## src/hw/rtl/assert_macros.svh

```systemverilog
// Assertion macros shared by the decoder RTL.
// No dependencies; included inside module bodies.
`ifndef ASSERT_MACROS_SVH
`define ASSERT_MACROS_SVH

// The condition must never hold while out of reset.
`define CHD_ASSERT_NEVER(label, clk, rst_n, cond, msg) \
	label: assert property (@(posedge clk) disable iff (!rst_n) !(cond)) \
		else $error(msg);

// The antecedent implies the consequent in the cycle after.
`define CHD_ASSERT_NEXT(label, clk, rst_n, ante, cons, msg) \
	label: assert property (@(posedge clk) disable iff (!rst_n) (ante) |=> (cons)) \
		else $error(msg);

`endif

```

## src/hw/rtl/chd_pkg.sv

```systemverilog
// Shared constants and types of the canonical Huffman decoder.
// No dependencies.
package chd_pkg;

	localparam int MAX_CODE_LEN = 16;
	localparam int MAX_SYMBOLS  = 256;
	localparam int BYTE_BITS    = 8;
	localparam logic [BYTE_BITS-1:0] TABLE_END = 8'hff;

	// Code length counter holds 0 .. MAX_CODE_LEN+1.
	localparam int LEN_W   = $clog2(MAX_CODE_LEN + 2);
	// Canonical codes are kept one bit wider than the longest length.
	localparam int CODE_W  = MAX_CODE_LEN + 1;
	localparam int ACC_W   = MAX_CODE_LEN;
	localparam int LIDX_W  = (MAX_CODE_LEN > 1) ? $clog2(MAX_CODE_LEN) : 1;
	// Symbol count / index holds 0 .. MAX_SYMBOLS.
	localparam int SIDX_W  = $clog2(MAX_SYMBOLS + 1);
	localparam int SADDR_W = (MAX_SYMBOLS > 1) ? $clog2(MAX_SYMBOLS) : 1;
	localparam int BCNT_W  = $clog2(BYTE_BITS);

	// Stream parsing phase.
	typedef enum logic [1:0] {
		PH_COUNT,
		PH_SYMS,
		PH_DATA
	} phase_t;

	// Bit-serial control sequencer.
	typedef enum logic [1:0] {
		ST_IDLE,
		ST_BITS,
		ST_FLUSH
	} state_t;

endpackage

```

## src/hw/rtl/chd_in_if.sv

```systemverilog
// Input channel of the decoder: one table or bitstream byte per item.
// Depends on chd_pkg.
interface chd_in_if;
	logic                          valid;
	logic                          ready;
	logic [chd_pkg::BYTE_BITS-1:0] in_byte;
	logic                          new_stream;

	modport source (output valid, output in_byte, output new_stream, input ready);
	modport sink (input valid, input in_byte, input new_stream, output ready);
endinterface

```

## src/hw/rtl/chd_out_if.sv

```systemverilog
// Output channel of the decoder: one decoded symbol or error per item.
// Depends on chd_pkg.
interface chd_out_if;
	logic                          valid;
	logic                          ready;
	logic [chd_pkg::BYTE_BITS-1:0] symbol;
	logic                          error;
	logic                          last;

	modport source (output valid, output symbol, output error, output last, input ready);
	modport sink (input valid, input symbol, input error, input last, output ready);
endinterface

```

## src/hw/rtl/chd_ram.sv

```systemverilog
// Generic single-write, single-read RAM with registered read data.
// No dependencies.
module chd_ram #(
	parameter int WIDTH = 8,
	parameter int DEPTH = 256,
	localparam int AW = (DEPTH > 1) ? $clog2(DEPTH) : 1
) (
	input  logic             clk,
	input  logic             wr_en,
	input  logic [AW-1:0]    wr_addr,
	input  logic [WIDTH-1:0] wr_data,
	input  logic             rd_en,
	input  logic [AW-1:0]    rd_addr,
	output logic [WIDTH-1:0] rd_data
);

	logic [WIDTH-1:0] mem_q [DEPTH];

	// Write port and registered read port.
	always_ff @(posedge clk) begin
		if (wr_en) begin
			mem_q[wr_addr] <= wr_data;
		end
		if (rd_en) begin
			rd_data <= mem_q[rd_addr];
		end
	end

endmodule

```

## src/hw/rtl/canonical_huffman_decoder.sv

```systemverilog
// Canonical Huffman decoder: builds the code table from count/symbol bytes, then
// decodes the bitstream one bit per cycle unless the output stalls. Depends on chd_pkg,
// chd_in_if, chd_out_if, chd_ram. A table byte is taken on acceptance; a data byte
// is accepted, shifted through its bit steps, then flushed, waiting while the output
// stalls. A result is held until the next hit or the flush loads the output register.
// arst_n clears control and code tables; the symbol store is undefined until loaded.
module canonical_huffman_decoder (
	input logic      clk,
	input logic      arst_n,
	chd_in_if.sink   din,
	chd_out_if.source dout
);
	import chd_pkg::*;

	`include "assert_macros.svh"

	// Table-building state.
	phase_t              phase_q;
	logic [BYTE_BITS-1:0] left_q;
	logic [LEN_W-1:0]    cur_len_q;
	logic [CODE_W-1:0]   next_code_q;
	logic [SIDX_W-1:0]   loaded_q;
	logic [CODE_W-1:0]   first_code_q [MAX_CODE_LEN];
	logic [SIDX_W-1:0]   first_idx_q [MAX_CODE_LEN];
	logic [SIDX_W-1:0]   sym_cnt_q [MAX_CODE_LEN];

	// Bit-serial decode state.
	state_t              state_q, state_d;
	logic [BYTE_BITS-1:0] shift_q;
	logic [BCNT_W-1:0]   bit_cnt_q;
	logic [ACC_W-1:0]    acc_q;
	logic [LEN_W-1:0]    bits_q;

	// Pending result, held until the next result or the end of the byte sets last.
	logic                pend_valid_q;
	logic                pend_err_q;
	logic                pend_zero_q;

	// Output register.
	logic                out_valid_q;
	logic [BYTE_BITS-1:0] out_sym_q;
	logic                out_err_q;
	logic                out_last_q;

	// Control decode.
	logic in_acc, take_cnt, take_sym, take_dat, out_can_load, step_en;
	logic out_load, out_last, rd_en, sym_in_range;

	// Count-byte evaluation.
	logic [LEN_W-1:0]    eff_len;
	logic [CODE_W-1:0]   eff_code;
	logic [SIDX_W-1:0]   eff_loaded;
	logic [LEN_W-1:0]    len_inc;
	logic                len_ok;
	logic [CODE_W-1:0]   code_shift;
	logic [LIDX_W-1:0]   cnt_lidx;
	logic [LIDX_W-1:0]   sym_lidx;

	// Bit-step match evaluation.
	logic                cur_bit;
	logic [ACC_W-1:0]    acc_next;
	logic [LEN_W-1:0]    len_next;
	logic [LIDX_W-1:0]   look_lidx;
	logic [CODE_W-1:0]   sel_code;
	logic [SIDX_W-1:0]   sel_cnt;
	logic [SIDX_W-1:0]   sel_first;
	logic [CODE_W:0]     diff;
	logic                match, err_hit, hit;
	logic [SIDX_W:0]     sym_idx;
	logic [BYTE_BITS-1:0] ram_rdata;
	logic [BYTE_BITS-1:0] pend_sym;

	// Handshake and step control.
	always_comb begin
		din.ready    = (state_q == ST_IDLE);
		in_acc       = din.valid && din.ready;
		take_cnt     = in_acc && (din.new_stream || phase_q == PH_COUNT);
		take_sym     = in_acc && !din.new_stream && phase_q == PH_SYMS;
		take_dat     = in_acc && !din.new_stream && phase_q == PH_DATA;
		out_can_load = !out_valid_q || dout.ready;
		step_en      = (state_q == ST_BITS) && !(hit && pend_valid_q && !out_can_load);
		out_load     = (step_en && hit && pend_valid_q) ||
		               (state_q == ST_FLUSH && pend_valid_q && out_can_load);
		out_last     = (state_q == ST_FLUSH);
		rd_en        = step_en && match;
	end

	// Sequencer next state.
	always_comb begin
		state_d = state_q;
		case (state_q)
			ST_IDLE: begin
				if (take_dat) state_d = ST_BITS;
			end
			ST_BITS: begin
				if (step_en && bit_cnt_q == '0) state_d = ST_FLUSH;
			end
			ST_FLUSH: begin
				if (!pend_valid_q || out_can_load) state_d = ST_IDLE;
			end
			default: state_d = ST_IDLE;
		endcase
	end

	// Count byte: a new stream starts from cleared table state.
	always_comb begin
		eff_len    = din.new_stream ? '0 : cur_len_q;
		eff_code   = din.new_stream ? '0 : next_code_q;
		eff_loaded = din.new_stream ? '0 : loaded_q;
		len_inc    = (eff_len <= LEN_W'(MAX_CODE_LEN)) ? LEN_W'(eff_len + 1'b1) : eff_len;
		len_ok     = (len_inc <= LEN_W'(MAX_CODE_LEN));
		code_shift = (len_inc > LEN_W'(1)) ? {eff_code[CODE_W-2:0], 1'b0} : eff_code;
		cnt_lidx   = LIDX_W'(len_inc - 1'b1);
		sym_lidx   = LIDX_W'(cur_len_q - 1'b1);
		sym_in_range = (cur_len_q != '0) && (cur_len_q <= LEN_W'(MAX_CODE_LEN)) &&
		               (loaded_q < SIDX_W'(MAX_SYMBOLS));
	end

	// One bit step: shift in the next bit and check the codes of that length.
	always_comb begin
		cur_bit   = shift_q[BYTE_BITS-1];
		acc_next  = {acc_q[ACC_W-2:0], cur_bit};
		len_next  = LEN_W'(bits_q + 1'b1);
		look_lidx = LIDX_W'(len_next - 1'b1);
		sel_code  = first_code_q[look_lidx];
		sel_cnt   = sym_cnt_q[look_lidx];
		sel_first = first_idx_q[look_lidx];
		diff      = {2'b00, acc_next} - {1'b0, sel_code};
		match     = !diff[CODE_W] && (diff[CODE_W-1:0] < CODE_W'(sel_cnt));
		err_hit   = !match && (len_next >= LEN_W'(MAX_CODE_LEN));
		hit       = match || err_hit;
		sym_idx   = {1'b0, sel_first} + (SIDX_W + 1)'(diff[SIDX_W-1:0]);
		pend_sym  = pend_zero_q ? '0 : ram_rdata;
	end

	// Sequencer state register.
	always_ff @(posedge clk or negedge arst_n) begin
		if (!arst_n) begin
			state_q <= ST_IDLE;
		end else begin
			state_q <= state_d;
		end
	end

	// Table building from count and symbol bytes.
	always_ff @(posedge clk or negedge arst_n) begin
		if (!arst_n) begin
			phase_q     <= PH_COUNT;
			left_q      <= '0;
			cur_len_q   <= '0;
			next_code_q <= '0;
			loaded_q    <= '0;
			for (int i = 0; i < MAX_CODE_LEN; i++) begin
				first_code_q[i] <= '0;
				first_idx_q[i]  <= '0;
				sym_cnt_q[i]    <= '0;
			end
		end else if (take_cnt) begin
			if (din.new_stream) begin
				for (int i = 0; i < MAX_CODE_LEN; i++) begin
					sym_cnt_q[i] <= '0;
				end
			end
			if (din.in_byte == TABLE_END) begin
				phase_q     <= PH_DATA;
				cur_len_q   <= eff_len;
				next_code_q <= eff_code;
				loaded_q    <= eff_loaded;
			end else begin
				cur_len_q <= len_inc;
				loaded_q  <= eff_loaded;
				left_q    <= din.in_byte;
				phase_q   <= (din.in_byte != '0) ? PH_SYMS : PH_COUNT;
				if (len_ok) begin
					next_code_q            <= code_shift;
					first_code_q[cnt_lidx] <= code_shift;
					first_idx_q[cnt_lidx]  <= eff_loaded;
					// A new stream has already cleared every count.
					if (!din.new_stream) begin
						sym_cnt_q[cnt_lidx] <= '0;
					end
				end else begin
					next_code_q <= eff_code;
				end
			end
		end else if (take_sym) begin
			if (sym_in_range) begin
				loaded_q            <= SIDX_W'(loaded_q + 1'b1);
				sym_cnt_q[sym_lidx] <= SIDX_W'(sym_cnt_q[sym_lidx] + 1'b1);
				next_code_q         <= CODE_W'(next_code_q + 1'b1);
			end
			left_q <= BYTE_BITS'(left_q - 1'b1);
			if (left_q <= BYTE_BITS'(1)) phase_q <= PH_COUNT;
		end
	end

	// Bit shifter, code accumulator and pending result.
	always_ff @(posedge clk or negedge arst_n) begin
		if (!arst_n) begin
			bit_cnt_q    <= '0;
			acc_q        <= '0;
			bits_q       <= '0;
			pend_valid_q <= 1'b0;
			pend_err_q   <= 1'b0;
			pend_zero_q  <= 1'b0;
		end else if (take_cnt && din.new_stream) begin
			acc_q  <= '0;
			bits_q <= '0;
		end else if (take_dat) begin
			bit_cnt_q <= BCNT_W'(BYTE_BITS - 1);
		end else if (step_en) begin
			bit_cnt_q <= BCNT_W'(bit_cnt_q - 1'b1);
			if (hit) begin
				acc_q        <= '0;
				bits_q       <= '0;
				pend_valid_q <= 1'b1;
				pend_err_q   <= err_hit;
				pend_zero_q  <= err_hit || (sym_idx >= (SIDX_W + 1)'(MAX_SYMBOLS));
			end else begin
				acc_q  <= acc_next;
				bits_q <= len_next;
			end
		end else if (state_q == ST_FLUSH && out_can_load) begin
			pend_valid_q <= 1'b0;
		end
	end

	// The byte itself needs no reset.
	always_ff @(posedge clk) begin
		if (take_dat) begin
			shift_q <= din.in_byte;
		end else if (step_en) begin
			shift_q <= {shift_q[BYTE_BITS-2:0], 1'b0};
		end
	end

	// Output register.
	always_ff @(posedge clk or negedge arst_n) begin
		if (!arst_n) begin
			out_valid_q <= 1'b0;
		end else if (out_load) begin
			out_valid_q <= 1'b1;
		end else if (dout.ready) begin
			out_valid_q <= 1'b0;
		end
	end

	always_ff @(posedge clk) begin
		if (out_load) begin
			out_sym_q  <= pend_sym;
			out_err_q  <= pend_err_q;
			out_last_q <= out_last;
		end
	end

	assign dout.valid  = out_valid_q;
	assign dout.symbol = out_sym_q;
	assign dout.error  = out_err_q;
	assign dout.last   = out_last_q;

	// Symbol store, filled in table order and read by the decoded index.
	chd_ram #(
		.WIDTH (BYTE_BITS),
		.DEPTH (MAX_SYMBOLS)
	) u_store (
		.clk     (clk),
		.wr_en   (take_sym && sym_in_range),
		.wr_addr (loaded_q[SADDR_W-1:0]),
		.wr_data (din.in_byte),
		.rd_en   (rd_en),
		.rd_addr (sym_idx[SADDR_W-1:0]),
		.rd_data (ram_rdata)
	);

	// Consistency checks.
	`CHD_ASSERT_NEVER(a_no_pend_idle, clk, arst_n,
		state_q == ST_IDLE && pend_valid_q, "pending result left behind after a byte")
	`CHD_ASSERT_NEVER(a_bits_bound, clk, arst_n,
		bits_q >= LEN_W'(MAX_CODE_LEN), "accumulator reached full length without a result")
	`CHD_ASSERT_NEXT(a_flush_last, clk, arst_n,
		state_q == ST_FLUSH && pend_valid_q && out_can_load,
		out_valid_q && out_last_q, "final result of a byte not marked last")
	`CHD_ASSERT_NEVER(a_read_in_bits, clk, arst_n,
		rd_en && state_q != ST_BITS, "symbol store read outside bit decoding")

endmodule

```

## src/flat_wrapper.sv

```systemverilog
// flat-port wrapper written by rule: the top's interface ports become plain ports
module canonical_huffman_decoder_flat import chd_pkg::*;
  (clk, arst_n, din_valid, din_in_byte, din_new_stream, din_ready, dout_valid, dout_symbol, dout_error, dout_last, dout_ready);
  chd_in_if din_i ();
  chd_out_if dout_i ();
  input logic clk;
  input logic arst_n;
  input wire logic [$bits(din_i.valid)-1:0] din_valid;
  input wire logic [$bits(din_i.in_byte)-1:0] din_in_byte;
  input wire logic [$bits(din_i.new_stream)-1:0] din_new_stream;
  output wire logic [$bits(din_i.ready)-1:0] din_ready;
  output wire logic [$bits(dout_i.valid)-1:0] dout_valid;
  output wire logic [$bits(dout_i.symbol)-1:0] dout_symbol;
  output wire logic [$bits(dout_i.error)-1:0] dout_error;
  output wire logic [$bits(dout_i.last)-1:0] dout_last;
  input wire logic [$bits(dout_i.ready)-1:0] dout_ready;
  assign din_i.valid = din_valid;
  assign din_i.in_byte = din_in_byte;
  assign din_i.new_stream = din_new_stream;
  assign din_ready = din_i.ready;
  assign dout_valid = dout_i.valid;
  assign dout_symbol = dout_i.symbol;
  assign dout_error = dout_i.error;
  assign dout_last = dout_i.last;
  assign dout_i.ready = dout_ready;
  canonical_huffman_decoder u_core (.clk(clk), .arst_n(arst_n), .din(din_i), .dout(dout_i));
endmodule
```

## config.mk

```make
export PLATFORM = sky130hd
export DESIGN_NAME = canonical_huffman_decoder_flat
export DESIGN_NICKNAME = d
export VERILOG_FILES = /design/src/hw/rtl/chd_pkg.sv /design/src/hw/rtl/chd_in_if.sv /design/src/hw/rtl/chd_out_if.sv /design/src/hw/rtl/chd_ram.sv /design/src/hw/rtl/canonical_huffman_decoder.sv /design/src/flat_wrapper.sv
export VERILOG_INCLUDE_DIRS = /design/src /design/src/hw/rtl
export SDC_FILE = /design/constraint.sdc
export NUM_CORES = 2
export LEC_CHECK = 0
export BUFFER_PORTS_ARGS = -buffer_cell sky130_fd_sc_hd__clkbuf_2
export CAP_MARGIN = 25
export CORE_MARGIN = 4
export CORE_UTILIZATION = 61
export CTS_CLUSTER_SIZE = 24
export DETAILED_ROUTE_END_ITERATION = 8
export PLACE_DENSITY_LB_ADDON = 0.1
export SETUP_SLACK_MARGIN = 0.4
export SYNTH_ARGS = -nofsm -noshare
export SYNTH_HDL_FRONTEND = slang
export SYNTH_SLANG_ARGS = --single-unit
```

## constraint.sdc

```tcl
create_clock -name clk -period 19.75 [get_ports clk]
set_clock_uncertainty 0.05 [all_clocks]
set_input_delay 1.975 -clock clk [delete_from_list [all_inputs] [get_ports clk]]
set_output_delay 1.975 -clock clk [all_outputs]
set_load 0.005 [all_outputs]
```

Word level (Yosys, flattened, before mapping)
Memories as Yosys holds them, arrays and structs flattened. A register that Yosys moved wholly into a read port is not among the register bits.
Index checks and enable logic that the tools add are counted.
Operators by class
  bitwise operators: 8
  mux-type cells: 74
  reduce and logical (&&, ||, !) cells: 57
  $add $sub $neg: 12
  eq/ne operators: 11
  magnitude comparators: 14
Operators by type and width (count)
  two-way mux 144 bit: 8
  bitwise mux 144 bit: 2
  bitwise mux 272 bit: 1
  two-way mux 17 bit: 10
  bitwise AND 144 bit: 1
  inverter 144 bit: 1
  binary-select mux 9 bit (select 4 bit): 3
  two-way mux 9 bit: 12
  demux 9 bit (select 4 bit): 2
  binary-select mux 17 bit (select 4 bit): 1
  demux 17 bit (select 4 bit): 1
  two-way mux 15 bit: 4
  two-way mux 8 bit: 5
  two-way mux 5 bit: 7
  logical AND 1 bit: 23
  greater-or-equal comparator 5 bit (second input constant): 4
  adder 9 x 1 -> 9 bit (second input constant): 2
  subtractor 16 x 17 -> 18 bit: 1
  adder 17 x 1 -> 17 bit (second input constant): 1
  less-than comparator 17 x 9 -> 1 bit: 1
  <= comparator 5 bit (second input constant): 3
  inverter 4 -> 5 bit: 3
  two-way mux 2 bit: 7
  nonzero test 2 bit: 7
  other kinds (28): 66
Word-level totals
  bits in registers: 648
  input bits: 13
  memories kept: 1
  output and inout bits: 12
  memory bits (writable): 2048
Memories
  u_core.u_store.mem_q: words 256, bits a word 8, rd ports 1, clocked after memory_dff 1, wr ports 1, line chd_ram.sv:17  | logic [WIDTH-1:0] mem_q [DEPTH];

Longest topological paths before layout
  word-level depth: 20
  mapped depth: 30
  depth with buffers taken out: 26

Hierarchy
A second synthesis with hierarchy kept.
Unflattened totals
  cells, all modules: 6708
  area, all modules: 111525.7 um2
Modules (own cells, without submodules)
  chd_ram: times used 1, area an instance 79636.4 um2, cells each 3733
  canonical_huffman_decoder: times used 1, area an instance 31889.3 um2, cells each 2975

Worst setup path before layout
OpenSTA, ideal clock, no wires.
  path type: reg-to-reg
  from: register u_core.bits_q[1]
  to: register u_core.out_err_q, in the netlist u_core.dout.error, enable pin
  path buffers: 4
  period minus slack after synthesis: 7.297 ns
  setup slack: 12.453 ns
  stages on the path, launching flop included: 29
  arrival: 6.858 ns
  library setup time: 0.390 ns
  path through: dfrtp_1 ha_1 buf_4 buf_1 clkbuf_1 buf_1 mux4_2 nand2_1 a31oi_1 ha_1 inv_1 fa_1 a21oi_1 o21ai_0 a21oi_1 nor2b_1 o21a_1 nor2_1 xnor2_1 ha_1 o2bb2ai_1 a311oi_1 o31ai_1 and4b_1 o32a_1 and4bb_1 and2_1 nor3_1 nor3_1
On the way
  word-level cells in the longest chain between the ends: 19
  elaborated cells on any way between the ends: 24
  classes of those cells: add/sub: 3; order compare: 2; mux: 6; bitwise: 1; reduce/logical: 12
RTL lines
  from (decl): line canonical_huffman_decoder.sv:32  | logic [LEN_W-1:0] bits_q;
  from (signal assigned): line canonical_huffman_decoder.sv:221  | bits_q <= len_next;
  adder 5 x 1 -> 5 bit (*): line canonical_huffman_decoder.sv:123  | len_next = LEN_W'(bits_q + 1'b1);
  subtractor 4 x 1 -> 4 bit: line canonical_huffman_decoder.sv:124  | look_lidx = LIDX_W'(len_next - 1'b1);
  inverter 4 -> 5 bit (implied by the code): line canonical_huffman_decoder.sv:125, canonical_huffman_decoder.sv:126
  binary-select mux 17 bit (select 4 bit): line canonical_huffman_decoder.sv:125  | sel_code = first_code_q[look_lidx];
  two-way mux 17 bit (implied by the code) (2 in a row): line canonical_huffman_decoder.sv:125
  subtractor 16 x 17 -> 18 bit: line canonical_huffman_decoder.sv:128  | diff = {2'b00, acc_next} - {1'b0, sel_code};
  less-than comparator 17 x 9 -> 1 bit or zero test 1 bit (tied branches): line canonical_huffman_decoder.sv:129  | match = !diff[CODE_W] && (diff[CODE_W-1:0] < CODE_W'(sel_cnt));
  logical AND 1 bit: line canonical_huffman_decoder.sv:129
  zero test 1 bit: line canonical_huffman_decoder.sv:130  | err_hit = !match && (len_next >= LEN_W'(MAX_CODE_LEN));
  logical AND 1 bit: line canonical_huffman_decoder.sv:130
  logical OR 1 bit (*): line canonical_huffman_decoder.sv:131  | hit = match || err_hit;
  logical AND 1 bit (2 in a row): line canonical_huffman_decoder.sv:81  | step_en = (state_q == ST_BITS) && !(hit && pend_valid_q && !out_can_load);
  zero test 1 bit: line canonical_huffman_decoder.sv:81
  logical AND 1 bit: line canonical_huffman_decoder.sv:81
  logical AND 1 bit (*) (2 in a row): line canonical_huffman_decoder.sv:82  | out_load = (step_en && hit && pend_valid_q) ||
  logical OR 1 bit (*): line canonical_huffman_decoder.sv:82
  via u_core.out_load: line canonical_huffman_decoder.sv:47  | logic out_load, out_last, rd_en, sym_in_range;
  to (signal assigned): line canonical_huffman_decoder.sv:251  | out_err_q <= pend_err_q;
  to (decl): line canonical_huffman_decoder.sv:42  | logic out_err_q;
The timed path passes the listed nets; every way through them passes the cells marked *. The select of a mux whose other input is x is not followed.
A chain may end at the register's enable or synchronous reset.

Worst setup path after layout
  from: register u_core.bits_q[0]
  to: register u_core.u_store.rd_data[1], read port of u_core.u_store.mem_q, data pin
On the way
  word-level cells in the longest chain between the ends: 17
  elaborated cells on any way between the ends: 26
  classes of those cells: add/sub: 4; order compare: 2; mux: 9; bitwise: 1; reduce/logical: 10
RTL lines
  adder 5 x 1 -> 5 bit (*): line canonical_huffman_decoder.sv:123
  subtractor 4 x 1 -> 4 bit: line canonical_huffman_decoder.sv:124
  inverter 4 -> 5 bit (implied by the code): line canonical_huffman_decoder.sv:125, canonical_huffman_decoder.sv:126, canonical_huffman_decoder.sv:127
  binary-select mux 17 bit (select 4 bit): line canonical_huffman_decoder.sv:125
  two-way mux 17 bit (implied by the code) (2 in a row): line canonical_huffman_decoder.sv:125
  subtractor 16 x 17 -> 18 bit: line canonical_huffman_decoder.sv:128
  less-than comparator 17 x 9 -> 1 bit or zero test 1 bit (tied branches): line canonical_huffman_decoder.sv:129
  logical AND 1 bit: line canonical_huffman_decoder.sv:129
  zero test 1 bit: line canonical_huffman_decoder.sv:130
  logical AND 1 bit: line canonical_huffman_decoder.sv:130
  logical OR 1 bit: line canonical_huffman_decoder.sv:131
  logical AND 1 bit (2 in a row): line canonical_huffman_decoder.sv:81
  zero test 1 bit: line canonical_huffman_decoder.sv:81
  logical AND 1 bit: line canonical_huffman_decoder.sv:81
  logical AND 1 bit: line canonical_huffman_decoder.sv:85  | rd_en = step_en && match;
  to (decl): line chd_ram.sv:14  | output logic [WIDTH-1:0] rd_data
Mark *: on every way between the ends. The rest lies on a longest branch, timed or not. The select of a mux whose other input is x is not followed.

==> reports/summary.md <==
Summed over all layers, the global routing overflow is 0. The most instantiated library cell after synthesis is sky130_fd_sc_hd__edfxtp_1. In the final routed layout, each cell accounts on average for 31.3 µm. For the sequential cell area in the final layout, the log shows 78000 µm². Measured along the y axis, the die boundary spans 435 µm. Of all flip-flops after synthesis, the portion carrying an async set or reset was 23.3%. The clock latency on the worst-skew pair was 910 ps. The placeable core region is 181000 µm², and the number of levels in the clock H-tree is 5.

The completed layout was analyzed and its total power is 18.3 mW. The area overhead of the layout relative to synthesis is 10.5%, and the post-synthesis average cell area is 17.7 µm². The critical path is of the flop to flop type. The die area is 189000 µm². After synthesis, the most frequently instantiated cells are sky130_fd_sc_hd__edfxtp_1 (2074), sky130_fd_sc_hd__mux4_2 (856), sky130_fd_sc_hd__dfrtp_1 (630). The number of placed instances, taps included, is 8384. Setup repair after global routing left no endpoint under its margin.

The die span in x came out at 435 µm. For the pin with the worst max-slew slack, the measured transition is 1170 ps. For the initial antenna violation count, the log shows 7. The tools report the maximum number of pins on one net before global-route repair as 151.

The run gives 111000 µm² as the post-synthesis instance area. The final cycle utilization of the critical path is 50.1%, and the area share of the largest cell type after synthesis is 55.9%. Gates resized during post-CTS repair numbered 0.

Global routing used 29.8% of the available tracks across all layers. The startpoint identified for the worst hold timing path is u_core.first_code_q[50]. The run gives 41.7 nW as the cell leakage power. After clock tree synthesis, the setup repair step added 0 buffers. The run finished with clean final reports.

After clock tree synthesis, the clock-pin slew on the worst setup and hold paths is 60 ps. Measured against its own limit, the worst slew margin works out to 21.9%. The run gives 9850 ps as the worst setup slack for register-to-register paths.

The number of cell instances on the worst register-to-register path works out to 17. Ranked by total cell area, the synthesized netlist is headed by sky130_fd_sc_hd__edfxtp_1 (56%), sky130_fd_sc_hd__mux4_2 (17%), sky130_fd_sc_hd__dfrtp_1 (14%). The synthesized design spends more area on one cell type than any other, namely sky130_fd_sc_hd__edfxtp_1. The effective utilization at floorplan was 61.5%.

The total of buffers placed on input and output ports is 24, and the via count is 59800. The max-capacitance violation count is 0. Setup violations remaining at the end of the flow were counted as 0. Row generation in the floorplan step produced 156 rows. Static timing analysis puts the maximum clock frequency at 101 MHz.

For the number of buffers inserted for hold repair after clock tree synthesis, the log shows 0. The first global-routing pass estimated 414000 µm of wire. The origin of the critical flop-to-flop path is u_core.bits_q[0].

Yosys mapped the design onto 82 distinct sky130hd cell types. The worst path in the final design needs a cycle of 9900 ps, including I/O delays and setup. The clock passes through at most 4 buffers.

Max-slew violation count: 0. The worst setup path is captured at a flop. The fraction of layout cells with a size suffix above 1 came out at 23.2%. The flop and latch count out of synthesis was 2704; the required time of the worst setup path was 20350 ps. The number of nets at the end of the flow came out at 6402. Routability-driven placement finished with a final weighted congestion of 0.856. Summing all placed instances gives a cell area of 114000 µm².

In this run the clock root is driven by a sky130_fd_sc_hd__clkbuf_16. In this run the worst path has a maximum fanout of 61. The number of nets in the synthesized netlist is 6354. Of the synthesized area, sequential elements account for 70.1%. The number of enable flip-flop cells after synthesis came out at 2074. The finished cells cover 123000 µm². TritonCTS built the clock tree.

The half-perimeter wire length after detailed placement was 161000 µm; the final total negative setup slack was 0 ps. The category of the worst setup path launch point is a flop. In the synthesized netlist the dominant register cell turns out to be sky130_fd_sc_hd__edfxtp_1. In the final layout, the multi-input gates occupy 31600 µm². The count of cells along the worst hold path came out at 2. The endpoint of the lowest-slack register-to-register path is u_core.u_store.rd_data[1]. The DRC violation count after routing was 0; the violation count after the first detailed-routing iteration was 7146.

After filler insertion, the fill cell instance count of the layout stands at 11600. The number of buffers created by CTS is 289. The logs give 207 µV for the maximum VDD drop and 6288 for the gate count of the mapped netlist. Using the TritonRoute via totals, the vias-per-cell ratio works out to 6.72. The total count of hold-check failures in the final report was 0; the number of nets with antenna violations after routing was 0. During synthesis, Yosys emitted a total of 0 warnings. The boundary pin count is 25, and the TritonCTS sink count is 2704. The number of global-route vias before repair came out at 60000. The path class of the tightest hold or removal check is flop to flop. The first detailed-routing pass ran for 6 iterations.

Wires add up to 278000 µm. The path with the worst hold slack has its endpoint at u_core.first_code_q[50]. The power per cell area was 148 nW/µm². The run gives 10510 ps as the arrival time of the worst setup path. The non-filler instance count after layout was 8891.
[worst max-delay path, cell delays in order, from the launching register on]
cell                       delay, ps
sky130_fd_sc_hd__dfrtp_4         720
sky130_fd_sc_hd__ha_4            750
sky130_fd_sc_hd__buf_4           520
sky130_fd_sc_hd__and4bb_2        300
sky130_fd_sc_hd__o211ai_1        170
sky130_fd_sc_hd__or4b_4          720
sky130_fd_sc_hd__a211oi_1        280
sky130_fd_sc_hd__a31oi_1          80
sky130_fd_sc_hd__ha_1            240
sky130_fd_sc_hd__inv_1            90
sky130_fd_sc_hd__fa_1            520
sky130_fd_sc_hd__fa_4           1300
sky130_fd_sc_hd__buf_4           840
sky130_fd_sc_hd__buf_4           820
sky130_fd_sc_hd__mux4_2          470
sky130_fd_sc_hd__mux4_2          520
sky130_fd_sc_hd__mux4_2          610
sky130_fd_sc_hd__mux4_2          490
[worst max path at each step]
stage / startpoint / to / slack (ps) / cells after the start
floorplan: u_core.bits_q[1] / u_core.dout.error / 12450 / 28
global placement: u_core.bits_q[0] / u_core.u_store.rd_data[1] / 9710 / 17
detailed placement: u_core.bits_q[0] / u_core.u_store.rd_data[1] / 9760 / 17
CTS: u_core.bits_q[0] / u_core.u_store.rd_data[1] / 9760 / 17
global route: u_core.bits_q[0] / u_core.u_store.rd_data[1] / 9470 / 17
finish: u_core.bits_q[0] / u_core.u_store.rd_data[1] / 9850 / 17
[flip-flops by register name (all words and copies together), names as in the netlist, 2 cells and up]
register	flops
u_core.u_store.mem_q	2048
u_core.first_code_q	272
u_core.first_idx_q	144
u_core.sym_cnt_q	144
u_core.next_code_q	17
u_core.acc_q	15
u_core.loaded_q	9
u_core.dout.symbol	8
u_core.left_q	8
u_core.shift_q	8
u_core.u_store.rd_data	8
u_core.bits_q	5
u_core.cur_len_q	5
u_core.bit_cnt_q	3
u_core.phase_q	2
u_core.state_q	2
[stage by stage]
stage / setup WS [ps] / utilization, % / hold slack (ps)
global route: 9470 / 67.9 / 432
CTS: 9760 / 67.7 / 423
detailed placement: 9760 / 63.0 / 407
floorplan: 12450 / - / 376
global placement: 9710 / 62.9 / 404
finish: 9850 / 67.9 / 423
[power by group]
group          switching [mW]  leakage, nW  internal (mW)
Combinational            3.62         10.3           3.22
Sequential             0.0955         27.2           6.29
Clock                    2.12         4.19           2.91
Total                    5.84         41.7           12.4
[cell families (layout without fill, tap and decap cells)]
family	after synthesis	after routing	synth area share [%]
flops	2704	2704	70.1
simple gates	1298	1298	5.03
mux	940	940	18.1
compound gates	777	777	4.14
buf+inv	483	715	1.77
fa+ha+maj	53	53	0.609
xor+xnor	33	33	0.266
other cells	0	1	0
[cell type report]
type | count | share of cell area [%]
tap | 2370 | 2.41
clock inverter | 100 | 0.647
multi-input combinational | 3101 | 25.7
antenna | 1 | 0.00203
sequential | 2704 | 63.4
timing repair buffer | 181 | 1.38
inverter | 59 | 0.180
clock buffer | 375 | 6.31
[placed cells by master (no fill, tap or decap), drive strengths merged, types with 11 or more instances in the layout]
| master | netlist | routed |
|---|---|---|
| bufinv | 0 | 12 |
| o22ai | 19 | 19 |
| mux4 | 856 | 856 |
| clkbuf | 312 | 390 |
| xnor2 | 22 | 22 |
| o2bb2ai | 29 | 29 |
| mux2i | 60 | 60 |
| clkinv | 0 | 78 |
| ha | 51 | 51 |
| or2 | 19 | 19 |
| nor2b | 41 | 41 |
| and2 | 35 | 35 |
| buf | 112 | 166 |
| a22o | 54 | 54 |
| nand2 | 624 | 624 |
| nand4 | 15 | 15 |
| nor3 | 23 | 23 |
| a21o | 15 | 15 |
| nand3 | 69 | 69 |
| nor2 | 382 | 382 |
| edfxtp | 2074 | 2074 |
| a31oi | 26 | 26 |
| xor2 | 11 | 11 |
| mux2 | 24 | 24 |
| o21ai | 517 | 517 |
| nand2b | 23 | 23 |
| a21oi | 47 | 47 |
| inv | 59 | 63 |
| a211oi | 17 | 17 |
| dfrtp | 630 | 630 |
| and3 | 24 | 24 |
[per-layer routing]
layer,share of wire [%],vias up,wire length [µm],global-route usage (%)
li1,-,24900,-,-
met1,38,31400,107000,42.2
met2,50,2953,138000,48.1
met3,8.1,533,22600,4.93
met4,3.7,2,10300,10.0
met5,0.0047,-,13,0
Power figures use the tool's default switching activity.
